`config.mk`:
```
export PLATFORM = sky130hd
export DESIGN_NAME = avasc_round
export DESIGN_NICKNAME = d
export VERILOG_FILES = /design/src/rtl/core/avasc_pkg.sv /design/src/rtl/core/avasc_round.sv
export SDC_FILE = /design/constraint.sdc
export NUM_CORES = 2
export LEC_CHECK = 0
export BUFFER_PORTS_ARGS = -buffer_cell sky130_fd_sc_hd__buf_2
export CAP_MARGIN = 20
export CELL_PAD_IN_SITES_DETAIL_PLACEMENT = 1
export CELL_PAD_IN_SITES_GLOBAL_PLACEMENT = 2
export CORE_MARGIN = 5
export CORE_UTILIZATION = 35
export DETAILED_ROUTE_END_ITERATION = 6
export PLACE_DENSITY_LB_ADDON = 0.1
export SLEW_MARGIN = 40
export SYNTH_ARGS = -nofsm -noshare
export SYNTH_HDL_FRONTEND = slang
export SYNTH_SLANG_ARGS = --single-unit
export TNS_END_PERCENT = 100
```
`constraint.sdc`:
```
create_clock -name clk -period 0.8 [get_ports clk]
set_clock_uncertainty 0.1 [all_clocks]
set_input_delay 0.12 -clock clk [delete_from_list [all_inputs] [get_ports clk]]
set_output_delay 0.12 -clock clk [all_outputs]
set_load 0.1 [all_outputs]
```
`src/rtl/core/avasc_pkg.sv`:
```
// Package for the additive-substitution AES variant: shared types, constants and
// byte-level round functions (add/sub of key bytes, ShiftRows, MixColumns, S-box).
// Depends on nothing; every other file of the block imports it.
package avasc_pkg;

    // Number of round-key slots.
    localparam int NUM_RK    = 15;
    localparam int RIDX_W    = $clog2(NUM_RK);
    localparam int WIDX_W    = $clog2(4 * NUM_RK);
    localparam int CFG_IDX_W = 3;

    typedef enum logic [CFG_IDX_W-1:0] {
        REG_KEY_0      = 3'd0,
        REG_KEY_1      = 3'd1,
        REG_KEY_2      = 3'd2,
        REG_KEY_3      = 3'd3,
        REG_KEY_LENGTH = 3'd4
    } cfg_reg_t;

    typedef enum logic [1:0] {
        KEY_128 = 2'd0,
        KEY_192 = 2'd1,
        KEY_256 = 2'd2
    } key_len_t;

    localparam logic CMD_DECRYPT = 1'b1;

    typedef enum logic {
        KS_IDLE,
        KS_EXPAND
    } ks_state_t;

    typedef struct packed {
        logic        cmd;
        logic [63:0] block_high;
        logic [63:0] block_low;
    } block_t;

    typedef struct packed {
        logic [63:0] out_high;
        logic [63:0] out_low;
    } result_t;

    typedef struct packed {
        logic         decrypt;
        logic [127:0] state;
    } pipe_t;

    typedef struct packed {
        logic active;
        logic last;
    } round_ctrl_t;

    typedef logic [127:0] rkey_t;
    typedef rkey_t key_array_t [NUM_RK];

    localparam logic [7:0] SBOX [256] = '{
        8'h63,8'h7c,8'h77,8'h7b,8'hf2,8'h6b,8'h6f,8'hc5,8'h30,8'h01,8'h67,8'h2b,8'hfe,8'hd7,8'hab,8'h76,
        8'hca,8'h82,8'hc9,8'h7d,8'hfa,8'h59,8'h47,8'hf0,8'had,8'hd4,8'ha2,8'haf,8'h9c,8'ha4,8'h72,8'hc0,
        8'hb7,8'hfd,8'h93,8'h26,8'h36,8'h3f,8'hf7,8'hcc,8'h34,8'ha5,8'he5,8'hf1,8'h71,8'hd8,8'h31,8'h15,
        8'h04,8'hc7,8'h23,8'hc3,8'h18,8'h96,8'h05,8'h9a,8'h07,8'h12,8'h80,8'he2,8'heb,8'h27,8'hb2,8'h75,
        8'h09,8'h83,8'h2c,8'h1a,8'h1b,8'h6e,8'h5a,8'ha0,8'h52,8'h3b,8'hd6,8'hb3,8'h29,8'he3,8'h2f,8'h84,
        8'h53,8'hd1,8'h00,8'hed,8'h20,8'hfc,8'hb1,8'h5b,8'h6a,8'hcb,8'hbe,8'h39,8'h4a,8'h4c,8'h58,8'hcf,
        8'hd0,8'hef,8'haa,8'hfb,8'h43,8'h4d,8'h33,8'h85,8'h45,8'hf9,8'h02,8'h7f,8'h50,8'h3c,8'h9f,8'ha8,
        8'h51,8'ha3,8'h40,8'h8f,8'h92,8'h9d,8'h38,8'hf5,8'hbc,8'hb6,8'hda,8'h21,8'h10,8'hff,8'hf3,8'hd2,
        8'hcd,8'h0c,8'h13,8'hec,8'h5f,8'h97,8'h44,8'h17,8'hc4,8'ha7,8'h7e,8'h3d,8'h64,8'h5d,8'h19,8'h73,
        8'h60,8'h81,8'h4f,8'hdc,8'h22,8'h2a,8'h90,8'h88,8'h46,8'hee,8'hb8,8'h14,8'hde,8'h5e,8'h0b,8'hdb,
        8'he0,8'h32,8'h3a,8'h0a,8'h49,8'h06,8'h24,8'h5c,8'hc2,8'hd3,8'hac,8'h62,8'h91,8'h95,8'he4,8'h79,
        8'he7,8'hc8,8'h37,8'h6d,8'h8d,8'hd5,8'h4e,8'ha9,8'h6c,8'h56,8'hf4,8'hea,8'h65,8'h7a,8'hae,8'h08,
        8'hba,8'h78,8'h25,8'h2e,8'h1c,8'ha6,8'hb4,8'hc6,8'he8,8'hdd,8'h74,8'h1f,8'h4b,8'hbd,8'h8b,8'h8a,
        8'h70,8'h3e,8'hb5,8'h66,8'h48,8'h03,8'hf6,8'h0e,8'h61,8'h35,8'h57,8'hb9,8'h86,8'hc1,8'h1d,8'h9e,
        8'he1,8'hf8,8'h98,8'h11,8'h69,8'hd9,8'h8e,8'h94,8'h9b,8'h1e,8'h87,8'he9,8'hce,8'h55,8'h28,8'hdf,
        8'h8c,8'ha1,8'h89,8'h0d,8'hbf,8'he6,8'h42,8'h68,8'h41,8'h99,8'h2d,8'h0f,8'hb0,8'h54,8'hbb,8'h16
    };

    function automatic logic [7:0] xtime(input logic [7:0] a);
        return {a[6:0], 1'b0} ^ (a[7] ? 8'h1b : 8'h00);
    endfunction

    function automatic logic [31:0] sbox_word(input logic [31:0] w);
        return {SBOX[w[31:24]], SBOX[w[23:16]], SBOX[w[15:8]], SBOX[w[7:0]]};
    endfunction

    // Byte p of a block sits at row p%4, column p/4. Row r, column c of the state
    // gets key byte 4r+c of round key zero added (or subtracted).
    function automatic logic [127:0] add_sub(input logic [127:0] s, input logic [127:0] k0,
                                             input logic sub);
        logic [127:0] o;
        logic [7:0]   kb;
        o = '0;
        for (int p = 0; p < 16; p++) begin
            kb = k0[127 - 8 * (4 * (p % 4) + p / 4) -: 8];
            o[127 - 8 * p -: 8] = sub ? s[127 - 8 * p -: 8] - kb : s[127 - 8 * p -: 8] + kb;
        end
        return o;
    endfunction

    function automatic logic [127:0] row_rotate(input logic [127:0] s, input logic inv);
        logic [127:0] o;
        int           src;
        o = '0;
        for (int r = 0; r < 4; r++) begin
            for (int c = 0; c < 4; c++) begin
                src = inv ? ((c + 4 - r) % 4) : ((c + r) % 4);
                o[127 - 8 * (r + 4 * c) -: 8] = s[127 - 8 * (r + 4 * src) -: 8];
            end
        end
        return o;
    endfunction

    function automatic logic [127:0] column_mix(input logic [127:0] s, input logic inv);
        logic [127:0] o;
        logic [7:0]   a  [4];
        logic [7:0]   x2 [4];
        logic [7:0]   x4 [4];
        logic [7:0]   x8 [4];
        logic [7:0]   m1 [4];
        logic [7:0]   m2 [4];
        logic [7:0]   m3 [4];
        logic [7:0]   m9 [4];
        logic [7:0]   mb [4];
        logic [7:0]   md [4];
        logic [7:0]   me [4];
        o = '0;
        for (int c = 0; c < 4; c++) begin
            for (int k = 0; k < 4; k++) begin
                a[k]  = s[127 - 8 * (k + 4 * c) -: 8];
                x2[k] = xtime(a[k]);
                x4[k] = xtime(x2[k]);
                x8[k] = xtime(x4[k]);
                m1[k] = a[k];
                m2[k] = x2[k];
                m3[k] = x2[k] ^ a[k];
                m9[k] = x8[k] ^ a[k];
                mb[k] = x8[k] ^ x2[k] ^ a[k];
                md[k] = x8[k] ^ x4[k] ^ a[k];
                me[k] = x8[k] ^ x4[k] ^ x2[k];
            end
            for (int r = 0; r < 4; r++) begin
                if (inv) begin
                    o[127 - 8 * (r + 4 * c) -: 8] = me[r] ^ mb[(r + 1) % 4]
                                                  ^ md[(r + 2) % 4] ^ m9[(r + 3) % 4];
                end
                else begin
                    o[127 - 8 * (r + 4 * c) -: 8] = m2[r] ^ m3[(r + 1) % 4]
                                                  ^ m1[(r + 2) % 4] ^ m1[(r + 3) % 4];
                end
            end
        end
        return o;
    endfunction

endpackage

```
`src/rtl/core/avasc_round.sv`:
```
// One pipelined cipher round, encrypt or decrypt per item, with a bypass for
// rounds beyond the key length's round count. Uses avasc_pkg round functions.
module avasc_round (
    input  logic                   clk,
    input  logic                   rst_n,
    input  logic                   in_valid,
    input  avasc_pkg::pipe_t       in_data,
    input  avasc_pkg::round_ctrl_t ctrl,
    input  avasc_pkg::rkey_t       enc_key,
    input  avasc_pkg::rkey_t       dec_key,
    input  avasc_pkg::rkey_t       sub_key,
    output logic                   out_valid,
    output avasc_pkg::pipe_t       out_data
);
    import avasc_pkg::*;

    logic         valid_reg;
    pipe_t        data_reg;
    logic [127:0] enc_a, enc_b, enc_c;
    logic [127:0] dec_a, dec_b, dec_c;
    logic [127:0] state_next;

    always_comb
    begin
        enc_a = row_rotate(add_sub(in_data.state, sub_key, 1'b0), 1'b0);
        enc_b = ctrl.last ? enc_a : column_mix(enc_a, 1'b0);
        enc_c = enc_b ^ enc_key;

        dec_a = add_sub(row_rotate(in_data.state, 1'b1), sub_key, 1'b1);
        dec_b = dec_a ^ dec_key;
        dec_c = ctrl.last ? dec_b : column_mix(dec_b, 1'b1);

        if (!ctrl.active) begin
            state_next = in_data.state;
        end
        else if (in_data.decrypt == CMD_DECRYPT) begin
            state_next = dec_c;
        end
        else begin
            state_next = enc_c;
        end
    end

    always_ff @(posedge clk or negedge rst_n)
    begin
        if (!rst_n) begin
            valid_reg <= 1'b0;
        end
        else begin
            valid_reg <= in_valid;
        end
    end

    always_ff @(posedge clk)
    begin
        data_reg.decrypt <= in_data.decrypt;
        data_reg.state   <= state_next;
    end

    assign out_valid = valid_reg;
    assign out_data  = data_reg;

endmodule

```
==> reports/results.ini, run 1 <==
[yosys]
yosysSeqAreaShare = 0.07857
async_reset_ff_frac = 0.007692
syn_inst = 3757
ys_warn_count = 0
synth_edf_count = 0
synthFlopType = dfxtp_1
syn-cell-area_um2 = 33190
synth_nets = 4547
ys_types = 87
ys_seq_elements = 130
syn_avg_cell_area_um2 = 8.833

[die]
start_util = 0.3508
die_w_um = 317.9
ios = 648
die_y_um = 317.9
core.rowCount = 113

[global_routing]
antenna_found_initial = 33
grt-ovfl-total = 3
grt_use_total = 0.7217
grt_max_degree = 38

[clocking]
numCtsBuffers = 17
htreeDepth = 4
cts_buffer_depth = 2
cts.sinks = 130
cts-root-buf = clkbuf_16

[sta]
worst_endpoint_kind = register input
crit_endpoint = out_data[60]$_DFF_P_/D

[status]
stop_stage = global routing (5_1_grt)
error_line = [ERROR GRT-0232] Routing congestion too high. Check the congestion heatmap in the GUI.
outcome = did not finish

[placed_design]
post_dp_cell_area_um2 = 56260
io_buffers = 647
pre_cts_slack_ns = -3.092
dp.final_hpwl_um = 186000
place_congestion = 1.068

kinds of logic after synthesis:
| group | Yosys count | synth area share |
|---|---|---|
| xor gates and xnor gates | 1615 | 0.5157 |
| DFF | 130 | 0.07857 |
| buffers and inverters | 341 | 0.03917 |
| and+or+nand+nor | 588 | 0.08231 |
| adders and majority gates | 272 | 0.1098 |
| AOI/OAI and AO/OA | 748 | 0.1539 |
| muxes | 63 | 0.02051 |
synth_stat cells, types with 12 or more instances:
library cell | n | area share
a211o_1 | 12 | 0.0032
and2_1 | 17 | 0.0032
xnor3_1 | 165 | 0.11
o221ai_1 | 28 | 0.0074
o21ai_0 | 173 | 0.026
clkbuf_1 | 106 | 0.012
ha_1 | 240 | 0.090
xnor2_2 | 28 | 0.014
o2bb2ai_1 | 12 | 0.0032
a21o_1 | 46 | 0.010
a211oi_1 | 30 | 0.0068
xor2_1 | 378 | 0.10
a221oi_1 | 29 | 0.0077
xor3_1 | 23 | 0.016
nand2b_1 | 40 | 0.0075
o21bai_1 | 20 | 0.0045
fa_1 | 32 | 0.019
a22oi_1 | 12 | 0.0027
nand3_1 | 27 | 0.0041
nand2_1 | 164 | 0.019
nor2_1 | 204 | 0.023
dfxtp_1 | 129 | 0.078
or3_1 | 18 | 0.0034
o211ai_1 | 36 | 0.0081
o21a_1 | 27 | 0.0061
mux2i_1 | 50 | 0.015
nor2b_1 | 48 | 0.0090
nor3_1 | 29 | 0.0044
o22ai_1 | 26 | 0.0049
xnor2_1 | 1010 | 0.27
a31oi_1 | 24 | 0.0045
inv_1 | 217 | 0.025
a21oi_1 | 166 | 0.025
what timing repair did:
action	CTS
setup endpoints to repair	258
pin swaps	490
buffers inserted	175
hold buffers	71
endpoints found under the hold margin	107
resized for setup	757
metrics by stage:
step | std cells | utilization | TNS, ns
4_1_cts | 7380 | 0.6666 | -322.24
3_5_place_dp | 7128 | 0.5947 | -349.71
3_3_place_gp | 7128 | 0.5947 | -343.58
2_1_floorplan | 3757 | - | -262.44
per-layer routing:
layer,overflow,track usage
met4,2,0.7586
met5,0,0.2553
met3,0,0.5705
met1,0,0.6808
met2,1,0.9147
==> run 2, diff against run 1 <==
CELL_PAD_IN_SITES_DETAIL_PLACEMENT = default   (was 1)
CELL_PAD_IN_SITES_GLOBAL_PLACEMENT = default   (was 2)
CORE_UTILIZATION = 20   (was 35)
PLACE_DENSITY_LB_ADDON = 0.15   (was 0.1)
==> run 2 against run 1 <==
Compared with the run above: the flow now finishes, with violations (negative hold slack, negative setup slack); area after synthesis unchanged; synthesized cell count unchanged.
==> reports/results.ini, run 2 <==
[die]
start_util = 0.2011
die_w_um = 417.3
ios = 648
core.rowCount = 149
die-area_um2 = 174200
core_um2 = 165000
die_y_um = 417.3

[yosys]
ys_seq_elements = 130
synth_fa_ha_area_frac = 0.1098
synth.mux.area_fraction = 0.02051
synth_most_common_cell = xnor2_1
async_reset_ff_frac = 0.007692
synth_nets = 4547
syn-cell-area_um2 = 33190
synth_area_leader_cell = xnor2_1
synth-xor-area-share = 0.5157
yosysSeqAreaShare = 0.07857
synthFlopType = dfxtp_1
syn_inst = 3757
synth_edf_count = 0
synth.area.top_cells = xnor2_1 (27%), xnor3_1 (11%), xor2_1 (10%), ha_1 (9.0%), dfxtp_1 (7.8%)
ys_top_cells_by_count = xnor2_1 (1010), xor2_1 (378), ha_1 (240), inv_1 (217), nor2_1 (204)
synth_top_family_by_area = XOR/XNOR gates
synth-simple-area-share = 0.08231
ys_types = 87
syn_avg_cell_area_um2 = 8.833
ys_warn_count = 0
synth_top_cell_area_share = 0.2666
synth_compound_area_frac = 0.1539

[final_layout]
multi_input_area_um2 = 37440
nFillCells = 16376
final_cell_mix = buf_4 (1559), xnor2_1 (691), buf_2 (461)
largest_reg_flops = 129
drive_above_1_share = 0.5855
layout_commonest_cell = buf_4
fin_area_um2 = 67590
register_area_um2 = 3095
num-nets-final = 7041
syn2layout_area_growth_pct = 103.7

[clocking]
htreeDepth = 4
clk_pin_slew_ns = 0.08
cts_tree = done
numCtsBuffers = 17
cts_hold_buf = 94
cts.sinks = 130
cts-root-buf = clkbuf_16
cts_buffer_depth = 2

[sta]
fin_crit_ns = 3.046
rsz0062_at_grt = yes
hold_ws_ns = -0.1733
fmax_mhz = 328.3
setup_viol = 258
worst_slack_ns = -2.246
worst_pin_slew_ns = 0.6508
fin_crit_sh = 3.807
drv_slew = 0
slew_headroom = 0.5657
finalHoldViolCount = 40

[pwr]
swShare = 0.4650
switchingPower_mw = 139.4
finalPower_mw = 299.8
cellLeakagePower_nw = 30.73
power.density_nw_per_um2 = 4436
p_comb_frac = 0.922
vdd_drop_max_v = 0.002849
seqPwrFrac = 0.050
p_int_mw = 160.4
power_frac_clock = 0.028

[hold_path]
worstHoldPathCells = 3
holdPathEnd = out_data[62]
hold_class = primary input to flip-flop
hp-start = in_data[62]

[drt]
drc_errors = 0
vias = 37989
ant_nets = 0
first_pass_iters = 5
wl_um = 235800
drtIter0Drc = 2139
wire_per_inst_um = 27.84
via_per_inst = 4.486

[setup_path]
path_cells = buf_12 > inv_12 > ha_4 > inv_2 > fa_2 > a21o_1 > a311o_1 > a21oi_4 > xnor2_4 > xnor2_4 > xnor3_2 > xnor3_1 > xnor2_1 > a221oi_2 > o21ai_1
cp_data_required_time_ns = 1.13
worstSetupPathType = primary input to flip-flop
cp_max_fo = 2
cp-end-kind = flip-flop
crit_path_start_kind = primary input
cp.arrival_ns = 3.37
worst_path_most_repeated_cell = xnor2_4
slowest_delay_ns = 0.41
slowest_stage = xnor3_1

[global_routing]
grt-ovfl-total = 0
antenna_found_initial = 37
grt_use_total = 0.2600
grt_max_degree = 39
grt_pass1_vias = 38884
grt_pass1_wl_um = 312300

[job]
drv_cap = 0

[status]
outcome = complete, but fails checks
violations = negative hold slack, negative setup slack

[placed_design]
io_buffers = 647
dp.final_hpwl_um = 205000
post_dp_cell_area_um2 = 57870
place_congestion = 0.9738

-- run 2: kinds of logic after synthesis --
family / count (synthesis)
xor gates and xnor gates: 1615
buffers and inverters: 341
DFF: 130
muxes: 63
adders and majority gates: 272
and+or+nand+nor: 588
AOI/OAI and AO/OA: 748
-- run 2: power by group through the flow --
stage	clock [mW]	combinational (mW)	sequential [mW]
3_3_place_gp	0	223	15.1
2_1_floorplan	0	117	32.4
5_1_grt	8.91	286	15.0
3_5_place_dp	0	223	15.0
6_report	8.49	276	14.9
4_1_cts	8.92	259	15.0
-- run 2: how the worst max path moves through the flow --
stage	from	endpoint	slack [ns]	cells after the start
finish	in_data[104]	out_data[36]	-2.25	15
global route	in_data[104]	out_data[38]	-2.29	17
CTS	in_data[80]	out_data[36]	-2.20	16
detailed placement	sub_key[49]	out_data[81]	-3.16	14
global placement	sub_key[49]	out_data[81]	-3.16	14
floorplan	in_data[104]	out_data[36]	-2.47	14
-- run 2: timing repair --
item / in CTS / in global routing
hold endpoints to repair: 110 / 36
pin swaps: 532 / 447
gates cloned: 0 / 1
buffers inserted: 193 / 95
resized for setup: 815 / 326
setup endpoints to repair: 258 / 259
-- run 2: layer usage --
| layer | global-route usage | up-vias | part of all wire |
|---|---|---|---|
| li1 | - | 17766 | - |
| met3 | 0.02547 | 374 | 0.036 |
| met2 | 0.4605 | 1182 | 0.50 |
| met5 | 0 | - | 0.00012 |
| met4 | 0.1625 | 4 | 0.078 |
| met1 | 0.3015 | 18663 | 0.39 |
-- run 2: critical path: cells and delay by family --
family | cells | cell delay (ns)
AO/OA/AOI/OAI | 5 | 1.26
XOR/XNOR | 5 | 1.33
adder cells (fa/ha/maj) | 2 | 0.46
buffers and inverters | 3 | 0.18
-- run 2: stage by stage --
step	setup TNS, ns	utilization	setup slack (ns)	std cells
after floorplan	-262.44	-	-2.474	3757
after global placement	-355.14	0.3507	-3.157	8121
after detailed placement	-355.72	0.3508	-3.162	8121
after CTS	-325.52	0.3952	-2.197	8391
after global routing	-335.45	0.4096	-2.285	8464
final	-324.35	0.4096	-2.246	8469
-- run 2: cell type report --
cell class              count  share of cell area
multi-input cells        3286              0.5540
repair buffers           2596              0.3350
flip-flops and latches    130             0.04580
well taps                2189             0.04052
inverters                 220             0.01655
clock buffers              20            0.006461
clock inverters            11           0.0009997
diodes                     17           0.0006294
Note: power is estimated with default switching activity, not from simulation.
